### config.mk
export PLATFORM = sky130hd
export DESIGN_NAME = mdc_mesi_logic
export DESIGN_NICKNAME = d
export VERILOG_FILES = /design/src/design/mdc_pkg.sv /design/src/design/mdc_mesi_logic.sv
export SDC_FILE = /design/constraint.sdc
export NUM_CORES = 1
export LEC_CHECK = 0
export BUFFER_PORTS_ARGS = -buffer_cell sky130_fd_sc_hd__buf_2
export CAP_MARGIN = 30
export CORE_UTILIZATION = 31
export DETAILED_ROUTE_END_ITERATION = 16
export PLACE_DENSITY_LB_ADDON = 0.2
export SLEW_MARGIN = 20
export SYNTH_ARGS = -nofsm -noshare
export SYNTH_HDL_FRONTEND = slang
export SYNTH_SLANG_ARGS = --single-unit
### constraint.sdc
create_clock -name vclk -period 2
set_input_delay 0.4 -clock vclk [all_inputs]
set_output_delay 0.4 -clock vclk [all_outputs]
set_load 0.02 [all_outputs]
### src/design/mdc_pkg.sv
// Shared types and constants for the MESI direct-mapped cache controller.
// Holds transaction structs, MESI and bus command codes, and the line store control struct.
// No dependencies.
package mdc_pkg;

   localparam int ADDR_BITS = 32;
   localparam int INDEX_BITS_DEF = 10;
   localparam int OFFSET_BITS_DEF = 6;
   localparam int WB_TAG_BITS = 16;
   localparam int REQ_ID_BITS = 8;

   localparam logic [2:0] ACT_CPU_READ = 3'd0;
   localparam logic [2:0] ACT_CPU_WRITE = 3'd1;
   localparam logic [2:0] ACT_SNOOP_READ = 3'd2;
   localparam logic [2:0] ACT_SNOOP_WRITE = 3'd3;
   localparam logic [2:0] ACT_SNOOP_UPGRADE = 3'd4;

   typedef enum logic [1:0] {
      MESI_I = 2'd0,
      MESI_S = 2'd1,
      MESI_E = 2'd2,
      MESI_M = 2'd3
   } mesi_state_type;

   typedef enum logic [1:0] {
      BUS_NONE = 2'd0,
      BUS_READ = 2'd1,
      BUS_READ_EXCL = 2'd2,
      BUS_UPGRADE = 2'd3
   } bus_cmd_type;

   typedef enum logic [0:0] {
      CLR_SWEEP = 1'b0,
      CLR_READY = 1'b1
   } clr_state_type;

   typedef struct packed {
      logic [2:0] action;
      logic [ADDR_BITS-1:0] address;
      logic others_hold_line;
   } req_type;

   typedef struct packed {
      logic hit;
      bus_cmd_type bus_command;
      logic write_back;
      logic [WB_TAG_BITS-1:0] write_back_tag;
      logic supplies_line;
      mesi_state_type new_state;
      logic protocol_error;
      logic [REQ_ID_BITS-1:0] request_source;
   } rsp_type;

   typedef struct packed {
      logic state_we;
      logic tag_we;
      mesi_state_type state;
   } mdc_wr_ctl_type;

endpackage

### src/design/mdc_mesi_logic.sv
// MESI protocol decision for one transaction: hit, bus command, write-back, supply, next state.
// Depends on mdc_pkg for action codes, enums and the result and write control structs.
module mdc_mesi_logic
   import mdc_pkg::*;
(
   input logic item_valid,
   input logic [2:0] action,
   input logic others_hold_line,
   input logic tag_match,
   input mesi_state_type line_state,
   input logic [WB_TAG_BITS-1:0] line_tag,
   input logic [REQ_ID_BITS-1:0] requester_id,
   output rsp_type rsp,
   output mdc_wr_ctl_type wr_ctl
);

   logic hit;

   assign hit = (line_state != MESI_I) && tag_match;

   always_comb begin
      rsp = '0;
      rsp.new_state = line_state;
      wr_ctl.state_we = item_valid;
      wr_ctl.tag_we = 1'b0;
      case (action)
         ACT_CPU_READ, ACT_CPU_WRITE: begin
            rsp.hit = hit;
            if (hit) begin
               if (action == ACT_CPU_WRITE) begin
                  if (line_state == MESI_S) begin
                     rsp.bus_command = BUS_UPGRADE;
                  end
                  rsp.new_state = MESI_M;
               end
            end else begin
               if (line_state == MESI_M) begin
                  rsp.write_back = 1'b1;
                  rsp.write_back_tag = line_tag;
               end
               wr_ctl.tag_we = item_valid;
               if (action == ACT_CPU_READ) begin
                  rsp.bus_command = BUS_READ;
                  rsp.new_state = others_hold_line ? MESI_S : MESI_E;
               end else begin
                  rsp.bus_command = BUS_READ_EXCL;
                  rsp.new_state = MESI_M;
               end
            end
         end
         ACT_SNOOP_READ, ACT_SNOOP_WRITE: begin
            rsp.hit = hit;
            if (hit) begin
               if (line_state == MESI_M) begin
                  rsp.write_back = 1'b1;
                  rsp.write_back_tag = line_tag;
               end
               rsp.supplies_line = 1'b1;
               rsp.new_state = (action == ACT_SNOOP_READ) ? MESI_S : MESI_I;
            end
         end
         ACT_SNOOP_UPGRADE: begin
            rsp.hit = hit;
            if (hit) begin
               if (line_state == MESI_S) begin
                  rsp.new_state = MESI_I;
               end else begin
                  rsp.protocol_error = 1'b1;
               end
            end
         end
         default: begin
            rsp.hit = 1'b0;
         end
      endcase
      rsp.request_source = (rsp.bus_command != BUS_NONE) ? requester_id : '0;
      wr_ctl.state = rsp.new_state;
   end

endmodule

==> impl_metrics.tcl, run 1 <==
set metrics [dict create \
    design.seq.count 0 \
    antenna_found_initial 0 \
    die_y_um 40.0 \
    postRouteAntennaNets 0 \
    drive_gt1_frac 0.742 \
    finalPower_uw 152 \
    crit_path_start_kind "primary input" \
    min_from "item_valid" \
    num_rows 13 \
    worst_pin_slew_ps 340 \
    cts_post_setup_buffers_inserted 0 \
    synth_nets 93 \
    use_met1 0.199 \
    port_buffers 68 \
    syn_avg_cell_area_um2 7.34 \
    postSynthCellCount 61 \
    ys_seq_area_frac 0 \
    cp.arrival_ps 1420 \
    overflow 0 \
    die_w_um 40.0 \
    grt_max_degree 13 \
    status "complete, no violations" \
    max_slew_margin 0.773 \
    core-area_um2 1320 \
    end_kind "output port" \
    required_ps 1600 \
    hold_path.class "in2out" \
    max_cap_viol_count 0 \
    fmax_mhz 549 \
    synth_cell_types 25 \
    grt_pass1_vias 370 \
    yosysWarnings 0 \
    fin_tns_setup_ps 0 \
    cts_hold_buf 0 \
    viasPerCell 4.62 \
    dp_hpwl_um 1090 \
    layout_common_cells "68 x buf_2, 9 x and2_4, 8 x nor3b_1" \
    holdPathEnd "wr_ctl[3]" \
    drt_iter0_drc 8 \
    post-route-min-period_ps 1820 \
    layout.area.seq_um2 0 \
    syn_area_um2 448 \
    met3_usage 0 \
    ios 68 \
    critPathMaxFanout 10 \
    fin_nets 158 \
    peakVddDrop_mv 0.116 \
    holdPathStages 2 \
    place.gp.congestion 0.679 \
    top_usage_layer "met2" \
    wire_per_inst_um 9.27 \
    criticalPathCategory "in2out" \
    layout_commonest_cell "buf_2" \
    vias 642 \
    p_per_area_nw_per_um2 196 \
    multi_input_area_um2 400 \
    grt_pass1_wl_um 1550 \
    drcViolationCount 0 \
    finalSetupViolCount 0 \
    synth_top_area_cell "and2_4" \
    totalWireLength_um 1290 \
    leakagePower_uw 0.000483 \
    hold_viol 0 \
    final.clkbuf_count 0 \
    yosysTopAreaCellShare 0.176 \
    cts_resized 0 \
    area_delta_synth_final_pct 72.9 \
    die_area_um2 1600 \
    track_usage 0.132 \
    num_antenna_cells 0 \
    dr.pass1.iters 4 \
    synthTopCellsByArea "and2_4 18%, nor3b_1 13%, and2_2 12%" \
    grt_util_met2 0.222 \
    start_util 0.340 \
    slew_viol_final 0 \
    rsz0062_at_grt "no" \
    finalCritPeriodShare 0.911 \
    nFillCells 136 \
]
==> area by class of cell <==
cell class         instances  area share
repair buffers            70       0.459
well taps                 15      0.0242
multi-input cells         54       0.517
==> metrics by stage <==
| step | util | cells | setup WS, ps | hold WS, ps | instance area [µm²] |
|---|---|---|---|---|---|
| finish | 0.588 | 139 | 178 | 1030 | 774 |
| global route | 0.588 | 139 | 88.3 | 1050 | 774 |
| CTS | 0.588 | 139 | 165 | 1030 | 774 |
| detailed placement | 0.588 | 139 | 171 | 1030 | 774 |
| global placement | 0.588 | 139 | 189 | 1030 | 774 |
| floorplan | - | 61 | 143 | 913 | 455 |
==> kinds of logic after synthesis <==
| family | Yosys count | share of synthesized area |
|---|---|---|
| compound gates | 12 | 0.168 |
| buf+inv | 7 | 0.123 |
| xor+xnor | 1 | 0.0363 |
| simple gates | 41 | 0.673 |
==> where the power goes <==
part / internal [µW] / total, µW / leakage, µW / switching, µW
Sequential: 0 / 0 / 0 / 0
Clock: 0 / 0 / 0 / 0
Combinational: 66.7 / 152 / 0.000483 / 85.2
==> critical path: stages <==
cell,delay [ps]
buf_2,180
or3b_1,360
a21oi_1,180
o32ai_2,110
buf_2,180
==> how the worst max path moves through the flow <==
stage | start | to | slack (ps) | depth (start not counted)
after global routing | tag_match | wr_ctl[0] | 90 | 5
after CTS | tag_match | rsp[9] | 170 | 5
after global placement | tag_match | wr_ctl[0] | 190 | 5
after detailed placement | tag_match | rsp[9] | 170 | 5
after floorplan | tag_match | wr_ctl[0] | 140 | 5
final | tag_match | rsp[9] | 180 | 5
==> cells in the mapped netlist, types with 2 or more instances <==
| cell | n |
|---|---|
| nand2_1 | 2 |
| buf_2 | 2 |
| buf_4 | 3 |
| and3_1 | 2 |
| nor2_1 | 2 |
| and2_4 | 9 |
| o21ai_0 | 3 |
| or2_2 | 2 |
| and2_2 | 7 |
| nor3b_1 | 8 |
| a21oi_1 | 5 |
| buf_6 | 2 |
| nor2b_1 | 2 |
==> layer usage <==
| metal | vias up | routed length (µm) |
|---|---|---|
| met1 | 262 | 568 |
| met4 | 0 | 0 |
| li1 | 338 | - |
| met2 | 42 | 583 |
| met5 | - | 0 |
| met3 | 0 | 136 |
(Power assumes the default switching activity.)
==> inputs of run 2 (changes only) <==
--- a/config.mk
+++ b/config.mk
@@ -7,9 +7,10 @@
 export LEC_CHECK = 0
 export BUFFER_PORTS_ARGS = -buffer_cell sky130_fd_sc_hd__buf_2
 export CAP_MARGIN = 30
-export CORE_UTILIZATION = 31
+export CORE_UTILIZATION = 33
 export DETAILED_ROUTE_END_ITERATION = 16
 export PLACE_DENSITY_LB_ADDON = 0.2
+export SETUP_SLACK_MARGIN = 0.2
 export SLEW_MARGIN = 20
 export SYNTH_ARGS = -nofsm -noshare
 export SYNTH_HDL_FRONTEND = slang
==> constraint.sdc (replaced) <==
create_clock -name vclk -period 2.2
set_input_delay 0.44 -clock vclk [all_inputs]
set_output_delay 0.44 -clock vclk [all_outputs]
set_load 0.02 [all_outputs]
==> run 2 against run 1 <==
  * Wire length grew 0.85%
  * Largest power group unchanged
  * Via count shrank 1.2%
  * Combinational power shrank 9%
  * Sequential share of layout area is the same
  * Global-route usage grew 2.3 points
  * Power shrank 9.4%
==> impl_metrics.tcl, run 2 (same netlist as run 1, synthesis figures left out) <==
set metrics [dict create \
    port_buffers 68 \
    layout_commonest_cell "buf_2" \
    slew_viol_final 0 \
    p_per_area_nw_per_um2 178 \
    drcViolationCount 0 \
    wire_per_inst_um 9.41 \
    drt_iter0_drc 7 \
    crit_buf_inv 2 \
    overflow 0 \
    vias 634 \
    postRouteAntennaNets 0 \
    post-route-min-period_ps 1890 \
    wl_met1_um 510 \
    hold_slack_ps 1110 \
    grt_pass1_wl_um 1770 \
    design.seq.count 0 \
    cp.arrival_ps 1450 \
    wl_met3_um 115 \
    drive_gt1_frac 0.742 \
    die_w_um 38.8 \
    start_util 0.378 \
    cpMostUsedCell "buf_2" \
    hold_viol 0 \
    max_cap_viol_count 0 \
    track_usage 0.155 \
    fin_nets 158 \
    layout.area.seq_um2 0 \
    dp_hpwl_um 1100 \
    end_kind "output port" \
    cts_resized 0 \
    leakagePower_uw 0.000482 \
    core-area_um2 1190 \
    die_y_um 38.8 \
    worst_pin_slew_ps 299 \
    cpPeakStageDelay_ps 360 \
    grt_pass1_vias 429 \
    viasPerCell 4.59 \
    max_slew_margin 0.801 \
    antenna_found_initial 0 \
    num_antenna_cells 0 \
    area_delta_synth_final_pct 72.6 \
    critPathMaxFanout 10 \
    preCtsSetupSlack_ps 186 \
    worstPathCellList "buf_2, or3b_1, a21oi_1, o32ai_2, buf_2" \
    fmax_mhz 530 \
    dr_wl_met2_um 673 \
    finalSetupViolCount 0 \
    criticalPathCategory "in2out" \
    fin_ws_ps 312 \
    layout_common_cells "68 x buf_2, 9 x and2_4, 8 x nor3b_1" \
    cpLargestDelayFamily "buffers and inverters" \
    ios 68 \
    hold_path.class "in2out" \
    fin_tns_setup_ps 0 \
    place.gp.congestion 0.744 \
    final.clkbuf_count 0 \
    critPathSlowestCell "or3b_1" \
    required_ps 1760 \
    routed.top_layer "met3" \
    dr.pass1.iters 4 \
    num_rows 12 \
    finalCritPeriodShare 0.858 \
    die_area_um2 1510 \
    status "complete, no violations" \
    totalWireLength_um 1300 \
    crit_path_start_kind "primary input" \
    grt_max_degree 11 \
    peakVddDrop_mv 0.109 \
    rsz0062_at_grt "no" \
]
## run 2: cell counts in the layout (fill, tap and decap cells not counted)
Identical to the previous run, type by type.
## run 2: area by class of cell
cell class / count / area (µm²)
fillers: 112 / 413
multi-input cells: 54 / 400
well taps: 14 / 17.5
repair buffers: 70 / 355
## run 2: final timing paths
check	start	endpoint	slack (ps)	depth (start not counted)
max	tag_match	wr_ctl[0]	310	5
min	item_valid	wr_ctl[3]	1110	2
## run 2: power by group
part	internal, µW	total, µW	switching (µW)
clock	0	0	0
sequential	0	0	0
combinational	60.7	138	77.0
total	60.7	138	77.0
## run 2: per-layer routing
layer  GRT usage  vias to the layer above
li1            -                      334
met5           0                        -
met2       0.304                       35
met1       0.197                      265
met4           0                        0
met3           0                        0
## run 2: what timing repair did
action                                  4_1_cts  5_1_grt
hold buffers                                  0        0
buffers inserted                              2        0
endpoints found under the setup margin       15        0
endpoints found under the hold margin         0        0
## run 2: per-stage QoR
stage	std cells	instance area [µm²]	total power [µW]	util
after floorplan	61	455	89.1	-
after global placement	136	758	135	0.639
after detailed placement	136	758	136	0.639
after CTS	138	773	138	0.652
after global routing	138	773	151	0.652
final	138	773	138	0.652
